`src/design/esd_pkg.sv`:
```
// Shared types, constants and control program of the descending exchange sort.
`timescale 1ns / 1ps
package esd_pkg;

    localparam int MAX_RECORDS = 32;
    localparam int IDX_W       = $clog2(MAX_RECORDS);
    localparam int CNT_W       = $clog2(MAX_RECORDS + 1);
    localparam int KEY_W       = 16;
    localparam int TAG_W       = 6;
    localparam int REC_W       = KEY_W + TAG_W;
    localparam int STEP_W      = 4;

    typedef logic [STEP_W-1:0] t_step;

    // Program addresses
    localparam t_step STEP_LOAD  = STEP_W'(0);
    localparam t_step STEP_INIT  = STEP_W'(1);
    localparam t_step STEP_RDI   = STEP_W'(2);
    localparam t_step STEP_LDI   = STEP_W'(3);
    localparam t_step STEP_CMP   = STEP_W'(4);
    localparam t_step STEP_RDJ   = STEP_W'(5);
    localparam t_step STEP_WRI   = STEP_W'(6);
    localparam t_step STEP_OINIT = STEP_W'(7);
    localparam t_step STEP_ORD   = STEP_W'(8);
    localparam t_step STEP_EMIT  = STEP_W'(9);
    localparam t_step STEP_OJMP  = STEP_W'(10);

    // Read address source
    typedef enum logic [1:0] {RS_I, RS_J, RS_K} t_rsel;
    // Counter operation for i and k
    typedef enum logic [1:0] {CO_HOLD, CO_ZERO, CO_INC} t_cop;
    // Counter operation for j
    typedef enum logic [1:0] {JO_HOLD, JO_FROM_I, JO_INC} t_jop;
    // Wait condition of a step
    typedef enum logic [1:0] {HD_NONE, HD_IN, HD_OUT} t_hold;
    // Branch condition
    typedef enum logic [2:0] {
        JC_NEXT, JC_ALWAYS, JC_NOT_LAST, JC_FEW, JC_J_DONE, JC_I_MORE, JC_K_DONE
    } t_jc;

    typedef struct packed {
        logic  accept_in;
        t_hold hold;
        t_rsel rd_sel;
        t_cop  i_op;
        t_jop  j_op;
        t_cop  k_op;
        logic  ld_ki;
        logic  swap;
        logic  wr_i;
        logic  emit;
        t_jc   jc;
        t_step target;
    } t_ctl;

    typedef struct packed {
        logic in_valid;
        logic in_last;
        logic few;
        logic j_done;
        logic i_more;
        logic k_done;
        logic out_free;
    } t_stat;

    // Control store: one control word per program step
    function automatic t_ctl ucode(input t_step s);
        t_ctl c;
        c.accept_in = 1'b0;
        c.hold      = HD_NONE;
        c.rd_sel    = RS_K;
        c.i_op      = CO_HOLD;
        c.j_op      = JO_HOLD;
        c.k_op      = CO_HOLD;
        c.ld_ki     = 1'b0;
        c.swap      = 1'b0;
        c.wr_i      = 1'b0;
        c.emit      = 1'b0;
        c.jc        = JC_NEXT;
        c.target    = STEP_LOAD;
        case (s)
            STEP_LOAD: begin
                c.accept_in = 1'b1;
                c.hold      = HD_IN;
                c.jc        = JC_NOT_LAST;
                c.target    = STEP_LOAD;
            end
            STEP_INIT: begin
                c.i_op   = CO_ZERO;
                c.jc     = JC_FEW;
                c.target = STEP_OINIT;
            end
            STEP_RDI: begin
                c.rd_sel = RS_I;
                c.j_op   = JO_FROM_I;
            end
            STEP_LDI: begin
                c.rd_sel = RS_J;
                c.ld_ki  = 1'b1;
            end
            STEP_CMP: begin
                c.swap   = 1'b1;
                c.j_op   = JO_INC;
                c.jc     = JC_J_DONE;
                c.target = STEP_WRI;
            end
            STEP_RDJ: begin
                c.rd_sel = RS_J;
                c.jc     = JC_ALWAYS;
                c.target = STEP_CMP;
            end
            STEP_WRI: begin
                c.wr_i   = 1'b1;
                c.i_op   = CO_INC;
                c.jc     = JC_I_MORE;
                c.target = STEP_RDI;
            end
            STEP_OINIT: begin
                c.k_op = CO_ZERO;
            end
            STEP_ORD: begin
                c.rd_sel = RS_K;
            end
            STEP_EMIT: begin
                c.hold   = HD_OUT;
                c.emit   = 1'b1;
                c.k_op   = CO_INC;
                c.jc     = JC_K_DONE;
                c.target = STEP_LOAD;
            end
            STEP_OJMP: begin
                c.jc     = JC_ALWAYS;
                c.target = STEP_ORD;
            end
            default: begin
                c.jc     = JC_ALWAYS;
                c.target = STEP_LOAD;
            end
        endcase
        return c;
    endfunction

    // Arrival position of the record stored at a count, wrapped to the tag width
    function automatic logic [TAG_W-1:0] make_tag(input logic [CNT_W-1:0] cnt);
        logic [CNT_W+TAG_W-1:0] w;
        w = (CNT_W + TAG_W)'(cnt) + (CNT_W + TAG_W)'(1);
        return w[TAG_W-1:0];
    endfunction

endpackage

```
`src/design/exchange_sort_descending_top.sv`:
```
// Top level of the descending exchange sort block.
//
// Usage: records enter on the input channel (i_in_valid / o_in_stall), one
// transfer per cycle while the block is loading. Each stored record is tagged
// with its arrival position from 1. Records beyond MAX_RECORDS are dropped and
// the set is flagged on o_dropped. A record with i_last_record set closes the
// set; the block then stalls its input, sorts in descending key order and
// sends one result per stored record on the output channel
// (o_out_valid / i_out_stall), o_final_result marking the last one.
// The length of the sort program is set by the single read port of the
// record store that each compare-exchange step waits on; each result then
// passes through a read, an emit and a loop step.
// A stall on the output holds the result in the output register and freezes
// the program at its emit step; nothing is lost.
// Reset (i_rst_n low, synchronous) empties the set, clears the output valid
// and returns the program to loading. Store contents are not cleared.
`timescale 1ns / 1ps
module exchange_sort_descending_top (
    input  logic                      i_clk,
    input  logic                      i_rst_n,
    input  logic                      i_in_valid,
    output logic                      o_in_stall,
    input  logic [esd_pkg::KEY_W-1:0] i_sort_key,
    input  logic                      i_last_record,
    output logic                      o_out_valid,
    input  logic                      i_out_stall,
    output logic [esd_pkg::TAG_W-1:0] o_record_tag,
    output logic [esd_pkg::KEY_W-1:0] o_record_key,
    output logic                      o_final_result,
    output logic                      o_dropped
);
    import esd_pkg::*;

    t_ctl  w_ctl;
    t_stat w_stat;
    logic  w_go;

    // Accept input only in the loading step
    assign o_in_stall = !w_ctl.accept_in;

    esd_sequencer u_seq (
        .i_clk   (i_clk),
        .i_rst_n (i_rst_n),
        .i_stat  (w_stat),
        .o_ctl   (w_ctl),
        .o_go    (w_go)
    );

    esd_datapath u_dp (
        .i_clk          (i_clk),
        .i_rst_n        (i_rst_n),
        .i_ctl          (w_ctl),
        .i_go           (w_go),
        .o_stat         (w_stat),
        .i_in_valid     (i_in_valid),
        .i_sort_key     (i_sort_key),
        .i_last_record  (i_last_record),
        .i_out_stall    (i_out_stall),
        .o_out_valid    (o_out_valid),
        .o_record_tag   (o_record_tag),
        .o_record_key   (o_record_key),
        .o_final_result (o_final_result),
        .o_dropped      (o_dropped)
    );

endmodule

```
`src/design/esd_sequencer.sv`:
```
// Step counter, control store lookup and branch logic of the sort block.
`timescale 1ns / 1ps
module esd_sequencer (
    input  logic          i_clk,
    input  logic          i_rst_n,
    input  esd_pkg::t_stat i_stat,
    output esd_pkg::t_ctl  o_ctl,
    output logic          o_go
);
    import esd_pkg::*;

    t_step r_step;
    t_step n_step;
    t_ctl  w_ctl;
    logic  w_go;
    logic  w_taken;

    // Fetch the control word of the current step
    assign w_ctl = ucode(r_step);

    // Decide whether the step executes this cycle
    always_comb begin
        case (w_ctl.hold)
            HD_NONE: w_go = 1'b1;
            HD_IN:   w_go = i_stat.in_valid;
            HD_OUT:  w_go = i_stat.out_free;
            default: w_go = 1'b1;
        endcase
    end

    // Evaluate the branch condition
    always_comb begin
        case (w_ctl.jc)
            JC_NEXT:     w_taken = 1'b0;
            JC_ALWAYS:   w_taken = 1'b1;
            JC_NOT_LAST: w_taken = !i_stat.in_last;
            JC_FEW:      w_taken = i_stat.few;
            JC_J_DONE:   w_taken = i_stat.j_done;
            JC_I_MORE:   w_taken = i_stat.i_more;
            JC_K_DONE:   w_taken = i_stat.k_done;
            default:     w_taken = 1'b1;
        endcase
    end

    // Advance, branch or hold the step counter
    always_comb begin
        if (!w_go) begin
            n_step = r_step;
        end else if (w_taken) begin
            n_step = w_ctl.target;
        end else begin
            n_step = r_step + t_step'(1);
        end
    end

    always_ff @(posedge i_clk) begin
        if (!i_rst_n) begin
            r_step <= STEP_LOAD;
        end else begin
            r_step <= n_step;
        end
    end

    assign o_ctl = w_ctl;
    assign o_go  = w_go;

endmodule

```
`src/design/esd_datapath.sv`:
```
// Record store, index counters, compare-exchange register and output register.
`timescale 1ns / 1ps
module esd_datapath (
    input  logic                         i_clk,
    input  logic                         i_rst_n,
    input  esd_pkg::t_ctl                i_ctl,
    input  logic                         i_go,
    output esd_pkg::t_stat               o_stat,
    input  logic                         i_in_valid,
    input  logic [esd_pkg::KEY_W-1:0]    i_sort_key,
    input  logic                         i_last_record,
    input  logic                         i_out_stall,
    output logic                         o_out_valid,
    output logic [esd_pkg::TAG_W-1:0]    o_record_tag,
    output logic [esd_pkg::KEY_W-1:0]    o_record_key,
    output logic                         o_final_result,
    output logic                         o_dropped
);
    import esd_pkg::*;

    logic [REC_W-1:0] mem [MAX_RECORDS];
    logic [REC_W-1:0] r_rdata;

    logic [CNT_W-1:0] r_cnt, n_cnt;
    logic             r_ovf, n_ovf;
    logic [CNT_W-1:0] r_i, n_i;
    logic [CNT_W-1:0] r_j, n_j;
    logic [CNT_W-1:0] r_k, n_k;
    logic [KEY_W-1:0] r_ki, n_ki;
    logic [TAG_W-1:0] r_ti, n_ti;

    logic             r_out_vld, n_out_vld;
    logic [TAG_W-1:0] r_tag;
    logic [KEY_W-1:0] r_key;
    logic             r_final;
    logic             r_drop;

    logic             w_accept;
    logic             w_room;
    logic             w_out_free;
    logic             w_do_swap;
    logic             w_emit;
    logic             w_wr_en;
    logic [IDX_W-1:0] w_wr_addr;
    logic [REC_W-1:0] w_wr_data;
    logic [IDX_W-1:0] w_rd_addr;
    logic [CNT_W:0]   w_j1, w_i2, w_k1, w_n;

    // Status for the sequencer
    assign w_n        = {1'b0, r_cnt};
    assign w_j1       = {1'b0, r_j} + (CNT_W + 1)'(1);
    assign w_i2       = {1'b0, r_i} + (CNT_W + 1)'(2);
    assign w_k1       = {1'b0, r_k} + (CNT_W + 1)'(1);
    assign w_out_free = !r_out_vld || !i_out_stall;

    assign o_stat.in_valid = i_in_valid;
    assign o_stat.in_last  = i_last_record;
    assign o_stat.few      = w_n < (CNT_W + 1)'(2);
    assign o_stat.j_done   = w_j1 >= w_n;
    assign o_stat.i_more   = w_i2 < w_n;
    assign o_stat.k_done   = w_k1 == w_n;
    assign o_stat.out_free = w_out_free;

    assign w_accept  = i_ctl.accept_in && i_in_valid;
    assign w_room    = r_cnt < CNT_W'(MAX_RECORDS);
    assign w_do_swap = i_go && i_ctl.swap && (r_ki < r_rdata[KEY_W-1:0]);
    assign w_emit    = i_go && i_ctl.emit;

    // Select the write port: load, exchange at j, or write back at i
    always_comb begin
        w_wr_en   = 1'b0;
        w_wr_addr = r_cnt[IDX_W-1:0];
        w_wr_data = {make_tag(r_cnt), i_sort_key};
        if (w_accept && w_room) begin
            w_wr_en = 1'b1;
        end else if (w_do_swap) begin
            w_wr_en   = 1'b1;
            w_wr_addr = r_j[IDX_W-1:0];
            w_wr_data = {r_ti, r_ki};
        end else if (i_go && i_ctl.wr_i) begin
            w_wr_en   = 1'b1;
            w_wr_addr = r_i[IDX_W-1:0];
            w_wr_data = {r_ti, r_ki};
        end
    end

    // Select the read address
    always_comb begin
        case (i_ctl.rd_sel)
            RS_I:    w_rd_addr = r_i[IDX_W-1:0];
            RS_J:    w_rd_addr = r_j[IDX_W-1:0];
            RS_K:    w_rd_addr = r_k[IDX_W-1:0];
            default: w_rd_addr = r_k[IDX_W-1:0];
        endcase
    end

    // Record store with registered read
    always_ff @(posedge i_clk) begin
        if (w_wr_en) begin
            mem[w_wr_addr] <= w_wr_data;
        end
        r_rdata <= mem[w_rd_addr];
    end

    // Next values of counters, set status and the held record
    always_comb begin
        n_cnt = r_cnt;
        n_ovf = r_ovf;
        n_i   = r_i;
        n_j   = r_j;
        n_k   = r_k;
        n_ki  = r_ki;
        n_ti  = r_ti;

        if (w_accept) begin
            if (w_room) begin
                n_cnt = r_cnt + CNT_W'(1);
            end else begin
                n_ovf = 1'b1;
            end
        end

        if (i_go) begin
            case (i_ctl.i_op)
                CO_ZERO: n_i = '0;
                CO_INC:  n_i = r_i + CNT_W'(1);
                default: n_i = r_i;
            endcase
            case (i_ctl.j_op)
                JO_FROM_I: n_j = r_i + CNT_W'(1);
                JO_INC:    n_j = r_j + CNT_W'(1);
                default:   n_j = r_j;
            endcase
            case (i_ctl.k_op)
                CO_ZERO: n_k = '0;
                CO_INC:  n_k = r_k + CNT_W'(1);
                default: n_k = r_k;
            endcase
        end

        // Take the record at i, or exchange with the larger one at j
        if ((i_go && i_ctl.ld_ki) || w_do_swap) begin
            n_ki = r_rdata[KEY_W-1:0];
            n_ti = r_rdata[REC_W-1:KEY_W];
        end

        // Close the set on its final result
        if (w_emit && o_stat.k_done) begin
            n_cnt = '0;
            n_ovf = 1'b0;
        end
    end

    always_ff @(posedge i_clk) begin
        if (!i_rst_n) begin
            r_cnt <= '0;
            r_ovf <= 1'b0;
        end else begin
            r_cnt <= n_cnt;
            r_ovf <= n_ovf;
        end
        r_i  <= n_i;
        r_j  <= n_j;
        r_k  <= n_k;
        r_ki <= n_ki;
        r_ti <= n_ti;
    end

    // Output register: load on emit, drop valid once the transfer completes
    always_comb begin
        n_out_vld = r_out_vld;
        if (w_emit) begin
            n_out_vld = 1'b1;
        end else if (r_out_vld && !i_out_stall) begin
            n_out_vld = 1'b0;
        end
    end

    always_ff @(posedge i_clk) begin
        if (!i_rst_n) begin
            r_out_vld <= 1'b0;
        end else begin
            r_out_vld <= n_out_vld;
        end
        if (w_emit) begin
            r_tag   <= r_rdata[REC_W-1:KEY_W];
            r_key   <= r_rdata[KEY_W-1:0];
            r_final <= o_stat.k_done;
            r_drop  <= r_ovf;
        end
    end

    assign o_out_valid    = r_out_vld;
    assign o_record_tag   = r_tag;
    assign o_record_key   = r_key;
    assign o_final_result = r_final;
    assign o_dropped      = r_drop;

endmodule
```
`config.mk`:
```
export PLATFORM = sky130hd
export DESIGN_NAME = exchange_sort_descending_top
export DESIGN_NICKNAME = d
export VERILOG_FILES = /design/src/design/esd_pkg.sv /design/src/design/exchange_sort_descending_top.sv /design/src/design/esd_sequencer.sv /design/src/design/esd_datapath.sv
export SDC_FILE = /design/constraint.sdc
export NUM_CORES = 1
export LEC_CHECK = 0
export BUFFER_PORTS_ARGS = -buffer_cell sky130_fd_sc_hd__buf_2
export CAP_MARGIN = 40
export CORE_MARGIN = 8
export CORE_UTILIZATION = 65
export CTS_BUF_LIST = sky130_fd_sc_hd__clkbuf_16
export CTS_CLUSTER_DIAMETER = 200
export DETAILED_ROUTE_END_ITERATION = 8
export PLACE_DENSITY = 0.89
export SYNTH_ARGS = -nofsm -noshare
export SYNTH_HDL_FRONTEND = slang
export SYNTH_HIERARCHICAL = 1
export SYNTH_SLANG_ARGS = --single-unit
```
`constraint.sdc`:
```
create_clock -name i_clk -period 11.2 [get_ports i_clk]
set_input_delay 2.8 -clock i_clk [delete_from_list [all_inputs] [get_ports i_clk]]
set_output_delay 2.8 -clock i_clk [all_outputs]
set_load 0.005 [all_outputs]
```
==> results of run 1 <==
worst max-delay path by stage:
stage                      startpoint                to  slack [ps]  cells after the start
after floorplan           i_out_stall   u_dp/mem[0][20]        4490                     12
after global placement    i_out_stall  u_dp/mem[26][18]        4280                     11
after detailed placement  i_out_stall   u_dp/mem[4][18]        4610                     13
after CTS                 i_out_stall   u_dp/mem[6][21]        5120                     13
after global routing      i_out_stall   u_dp/mem[6][21]        4880                     13
final                     i_out_stall  u_dp/mem[25][20]        4950                     13
critical path, delay by kind of cell:
| family | cells | cell delay, ps |
|---|---|---|
| AND/OR/NAND/NOR | 6 | 1810 |
| AO/OA/AOI/OAI | 3 | 1080 |
| buffers and inverters | 4 | 850 |
cells in the final DEF (no fill, tap or decap), drive strengths merged, types with 3 or more instances in the layout:
cell and instances:
mux2i 11, nor2 86, nor2b 14, bufinv 3, a221o 3, mux4 176, nand4 9, buf 123
nor3 6, xor2 11, clkinv 36, o22ai 44, inv 54, mux2 90, a32oi 4, o21ai 13
or3 5, edfxtp 768, ha 41, nand3 30, clkinvlp 3, xnor2 15, nand2 85, dfxtp 34
a21o 6, o221ai 4, a21oi 23, clkbuf 82, and2 12, nand2b 6, or2 3
state kept, by name, summed over array words and instances, names as in the netlist:
register             flops
u_dp/o_dropped           1
u_dp/o_final_result      1
u_dp/o_record_key       16
u_dp/r_rdata            22
u_dp/r_ovf               1
u_dp/r_i                 6
u_dp/o_record_tag        6
u_dp/r_ti                6
u_dp/mem               704
u_dp/r_j                 6
u_dp/r_cnt               6
u_dp/r_ki               16
u_dp/r_k                 6
u_seq/r_step             4
u_dp/o_out_valid         1
cell type report:
type,instances,area [µm²],area share (%)
antenna,2,5.00,0.0137
clock buffer,82,2050,5.62
inverter,37,139,0.380
timing repair buffer,123,1280,3.52
sequential,802,23700,65.0
tap,664,831,2.28
clock inverter,59,363,0.994
multi-input combinational,731,8090,22.2
through the flow:
| step | area, µm² | cells | util (%) | setup WS (ps) |
|---|---|---|---|---|
| floorplan | 32200 | 1649 | - | 4490 |
| global placement | 33300 | 2314 | 68.0 | 4280 |
| detailed placement | 34100 | 2355 | 69.6 | 4610 |
| CTS | 36500 | 2496 | 74.5 | 5120 |
| global route | 36500 | 2498 | 74.6 | 4880 |
| finish | 36500 | 2500 | 74.6 | 4950 |
where the power goes:
group	switching (W)	internal (W)
Combinational	0.00158	0.00115
Clock	0.00110	0.00139
Sequential	0.000129	0.00357
per-layer routing:
| layer | GRT usage (%) | vias up | share of wire (%) |
|---|---|---|---|
| met5 | 0 | - | 0.031 |
| met4 | 12.8 | 4 | 5.0 |
| met3 | 7.88 | 288 | 12 |
| met2 | 48.9 | 1455 | 49 |
| met1 | 38.2 | 8994 | 34 |
| li1 | - | 6924 | - |
==> summary.txt, run 1 <==
Global routing
  – First-pass GRT wire length: 122,000 µm
  – GRT Total Usage: 30.0%
  – Vias in the first global route: 17,800
  – Initial antenna violation count: 5
  – GRT overflow: 0
  – Largest net degree at the start of global routing: 63

Layout
  – Area Overhead vs Synth: 13.3%
  – Share of cells above drive strength 1: 30.5%
  – Final Net Count: 1,834
  – FILL cells: 2,499

Yosys
  – Syn nets: 1,711
  – Mapped Avg Cell Area: 19.5 µm²
  – Mapped Cells: 1,649
  – Post-Syn Area: 32,200 µm²
  – Ys Warns: 6

Hold path
  – Hold Path Cell Cnt: 0
  – Min-delay src: u_dp/r_ovf
  – Hold endpoint: u_dp/o_dropped
  – Min-Delay Path Class: reg -> reg

Power
  – VDD IR max: 0.299 mV
  – PD cells: 245 nW/µm²
  – Leak pwr: 12.3 nW
  – Total power: 0.00893 W

Clocking
  – Number of setup buffers added after CTS: 0
  – Clk Latency, worst-skew pair: 620 ps
  – CTS resizes: 0
  – H-Tree Depth: 3
  – Num CTS Buffers: 77
  – Clock Sinks: 802
  – CTS Buffer Depth: 3
  – CTS tree: done
  – Post-CTS Hold Buffers: 0
  – Clk slew on worst S/H paths: 60 ps
  – Root Buffer: clkbuf_16

Routing
  – Vias: 17,700
  – Antenna viol nets, final: 0
  – Vias per cell: 7.07
  – First-pass detailed-route iteration total: 9
  – Drt drc: 0
  – WL final: 84,900 µm
  – 1st-iter DRT viols: 2,679
  – WL/cell: 33.9 µm

Die
  – Cell Rows: 81
  – Die boundary height: 239 µm
  – Die Wd: 239 µm
  – CORE AREA: 49,000 µm²
  – Die area: 56,900 µm²
  – Initial Util: 65.8%
  – I/O pins: 47

Run
  – Max_cap viols: 0

Worst setup path
  – Cell Chain, Critical Path: buf_2 > nand2_1 > nand2_1 > and3_2 > clkinv_1 > o2111ai_1 > nor4_1 > a21o_1 > buf_8 > o221a_2 > nand3_1 > nor2_2 > buf_8
  – Data required, critical path: 11,500 ps
  – CP max stage delay: 700 ps
  – CP max-delay cell: nor2_2
  – R2r setup slk: 5950 ps
  – Reg2Reg Depth: 14
  – CP Launch Type: input port
  – R2R Path End: u_dp/mem[6][17]
  – Crit path max fanout: 17
  – Kind of critical path: in -> reg
  – Crit Reg-Reg Startpoint: u_seq/r_step[2]
  – Critical Path Sink Type: register
  – CP Data Arrival Time: 6550 ps

Timing
  – Setup violators final: 0
  – Final Max Slew Viols: 0
  – Hold slack final: 443 ps
  – Final hold vios: 0
  – F_max: 160 MHz
  – Post-Route Skew: 22.7 ps
  – Fin crit share: 55.8%
  – Setup TNS: 0 ps
  – Worst Max-Slew Pin Slew: 965 ps
  – Tmin final: 6250 ps
  – Unrepaired setup endpoints after global routing: no
  – Slew headroom: 35.7%

Status
  – Status: completed

Place
  – Port bufs: 46
  – Routability Congestion: 0.975
  – Dpl hpwl: 50,900 µm
Power figures use the tool's default switching activity.
==> run 2: changes to the inputs <==
- ABC_AREA: default -> 1
- CORE_UTILIZATION: 65 -> 57
- PLACE_DENSITY: 0.89 -> 0.83
- clock period: 11.2 -> 5.5 ns (I/O delays scaled with it)
==> summary.txt, run 2 <==
Status
  – Status: completed

Routing
  – First-pass detailed-route iteration total: 6 (-3)
  – Drt drc: 0 (unchanged)
  – WL/cell: 22.9 µm (-32%)
  – Antenna viol nets, final: 0 (unchanged)
  – WL final: 86,900 µm (+2.4%)
  – Vias per cell: 6.10 (-14%)
  – 1st-iter DRT viols: 3,380 (+26%)
  – Vias: 23,100 (+31%)

Worst setup path
  – CP Data Arrival Time: 4980 ps (-1570 ps)
  – Largest delay share family, worst path: simple AND/OR/NAND/NOR gates
  – Cell Chain, Critical Path: inv_1 > ha_1 > inv_1 > nor2_1 > inv_1 > ha_1 > nand3_2 > inv_2 > nor2_1 > nand4_1 > nor2_4 > nand2_1 > nand2_1 > inv_1 > nand2_1 > nand3_2 > nor2_2 > buf_4
  – Crit path max fanout: 12 (-5)
  – CP max stage delay: 640 ps (-60 ps)
  – Data required, critical path: 5810 ps (-5690 ps)
  – Most frequent CP cell: inv_1
  – Critical path buffers and inverters: 6 (+2)
  – CP max-delay cell: nor2_2
  – CP Launch Type: register
  – Kind of critical path: reg -> reg
  – Critical Path Sink Type: register

Power
  – Total power: 0.0196 W (+120%)
  – Leak pwr: 14.5 nW (+18%)
  – PD cells: 515 nW/µm² (+110%)
  – VDD IR max: 0.313 mV (+4.5%)

Clocking
  – Clk slew on worst S/H paths: 60 ps (about the same)
  – CTS tree: done
  – CTS resizes: 0 (unchanged)
  – Clk Latency, worst-skew pair: 640 ps (+20 ps)
  – Clock Sinks: 802 (unchanged)
  – H-Tree Depth: 3 (unchanged)
  – CTS Buffer Depth: 3 (unchanged)
  – Number of setup buffers added after CTS: 0 (unchanged)
  – Root Buffer: clkbuf_16
  – Post-CTS Hold Buffers: 0 (unchanged)
  – Num CTS Buffers: 79 (+2.6%)

Layout
  – Commonest non-fill, non-tap cell in the layout: edfxtp_1
  – Area Overhead vs Synth: 11.0%
  – Max reg flops: 704 (unchanged)
  – Biggest regs: u_dp/mem: 704 flops, u_dp/r_rdata: 22 flops
  – Reg with most FFs: u_dp/mem
  – Layout Utilization: 63.6% (-11 points)
  – Share of cells above drive strength 1: 10.3% (-20 points)
  – Commonest non-fill, non-tap cells in the layout: edfxtp_1 (768), nand2_1 (544), inv_1 (460), o211ai_1 (353), nand3_1 (341)
  – Final Net Count: 3,005 (+64%)
  – Diode count: 0 (-2)

Place
  – Port bufs: 46 (unchanged)
  – Routability Congestion: 0.911 (-6.6%)
  – Dpl hpwl: 53,200 µm (+4.4%)

Timing
  – Worst Max-Slew Pin Slew: 1160 ps (+193 ps)
  – Hold slack final: 454 ps (+10.8 ps)
  – Final Max Slew Viols: 0 (unchanged)
  – Tmin final: 4670 ps
  – Setup TNS: 0 ps (unchanged)
  – Final hold vios: 0 (unchanged)
  – Unrepaired setup endpoints after global routing: no
  – Post-Route Skew: 28.1 ps (+5.44 ps)
  – Setup violators final: 0 (unchanged)
  – Slew headroom: 22.8% (-13 points)
  – F_max: 214 MHz
  – Fin crit share: 85.0%

Die
  – Die boundary height: 262 µm (+9.6%)
  – CORE AREA: 60,000 µm² (+23%)
  – Die Wd: 262 µm (+9.6%)
  – Initial Util: 57.3% (-8.5 points)
  – Die area: 68,400 µm² (+20%)
  – Cell Rows: 90 (+11%)
  – I/O pins: 47 (unchanged)

Run
  – Max_cap viols: 0 (unchanged)

Global routing
  – GRT Total Usage: 25.4% (-4.6 points)
  – Initial antenna violation count: 1 (-4)
  – Largest net degree at the start of global routing: 177 (+180%)
  – GRT overflow: 0 (unchanged)
  – First-pass GRT wire length: 131,000 µm (+7.2%)
  – Vias in the first global route: 22,400 (+26%)

Yosys
  – Mapped Avg Cell Area: 11.9 µm² (-39%)
  – Ys Warns: 6 (unchanged)
  – Post-Syn Area: 34,400 µm² (+6.7%)
  – Mapped Cells: 2,898 (+76%)
  – Syn nets: 2,960 (+73%)

Hold path
  – Min-Delay Path Class: reg -> reg
## run 2: worst paths after layout
path / depth (start not counted) / startpoint / to / slack [ps]
worst max-delay path: 18 / u_seq/r_step[0] / u_dp/mem[4][12] / 830
worst min-delay path: 0 / u_dp/r_ovf / u_dp/o_dropped / 450
worst max register to register: 18 / u_seq/r_step[0] / u_dp/mem[4][12] / 830
worst min register to register: 0 / u_dp/r_ovf / u_dp/o_dropped / 450
## run 2: report_power, final
group          internal [W]  switching, W  total (W)
Combinational       0.00181       0.00488    0.00669
Clock               0.00287       0.00223    0.00510
Sequential          0.00759      0.000242    0.00783
Total                0.0123       0.00736     0.0196
## run 2: routing by layer
layer	vias up	global-route usage (%)	wire length, µm
met2	1580	40.5	40800
met1	11000	33.7	32000
met3	228	5.14	10600
met5	-	0	13
met4	2	11.4	3510
li1	10300	-	-
## run 2: through the flow
step	std cells	worst slack, ps	area [µm²]
2_1_floorplan	2898	963	34400
3_3_place_gp	3642	957	35600
3_5_place_dp	3644	795	35700
4_1_cts	3786	933	38100
5_1_grt	3786	544	38100
6_report	3786	827	38100
## run 2: layout make-up
type / count / area (µm²)
Multi-Input combinational cell: 1485 / 8280
Inverter: 444 / 1680
Sequential cell: 802 / 23700
Clock buffer: 81 / 2030
Tap cell: 782 / 978
Clock inverter: 61 / 432
Timing Repair Buffer: 131 / 1010
Fill cell: 4166 / 21900
## run 2: worst register-to-register path: stages, from the launching register on
cell	delay (ps)
dfxtp_1	340
inv_1	120
ha_1	270
inv_1	60
nor2_1	330
inv_1	130
ha_1	310
nand3_2	190
inv_2	90
nor2_1	90
nand4_1	150
nor2_4	250
nand2_1	310
nand2_1	170
inv_1	80
nand2_1	170
nand3_2	330
nor2_2	640
buf_4	350
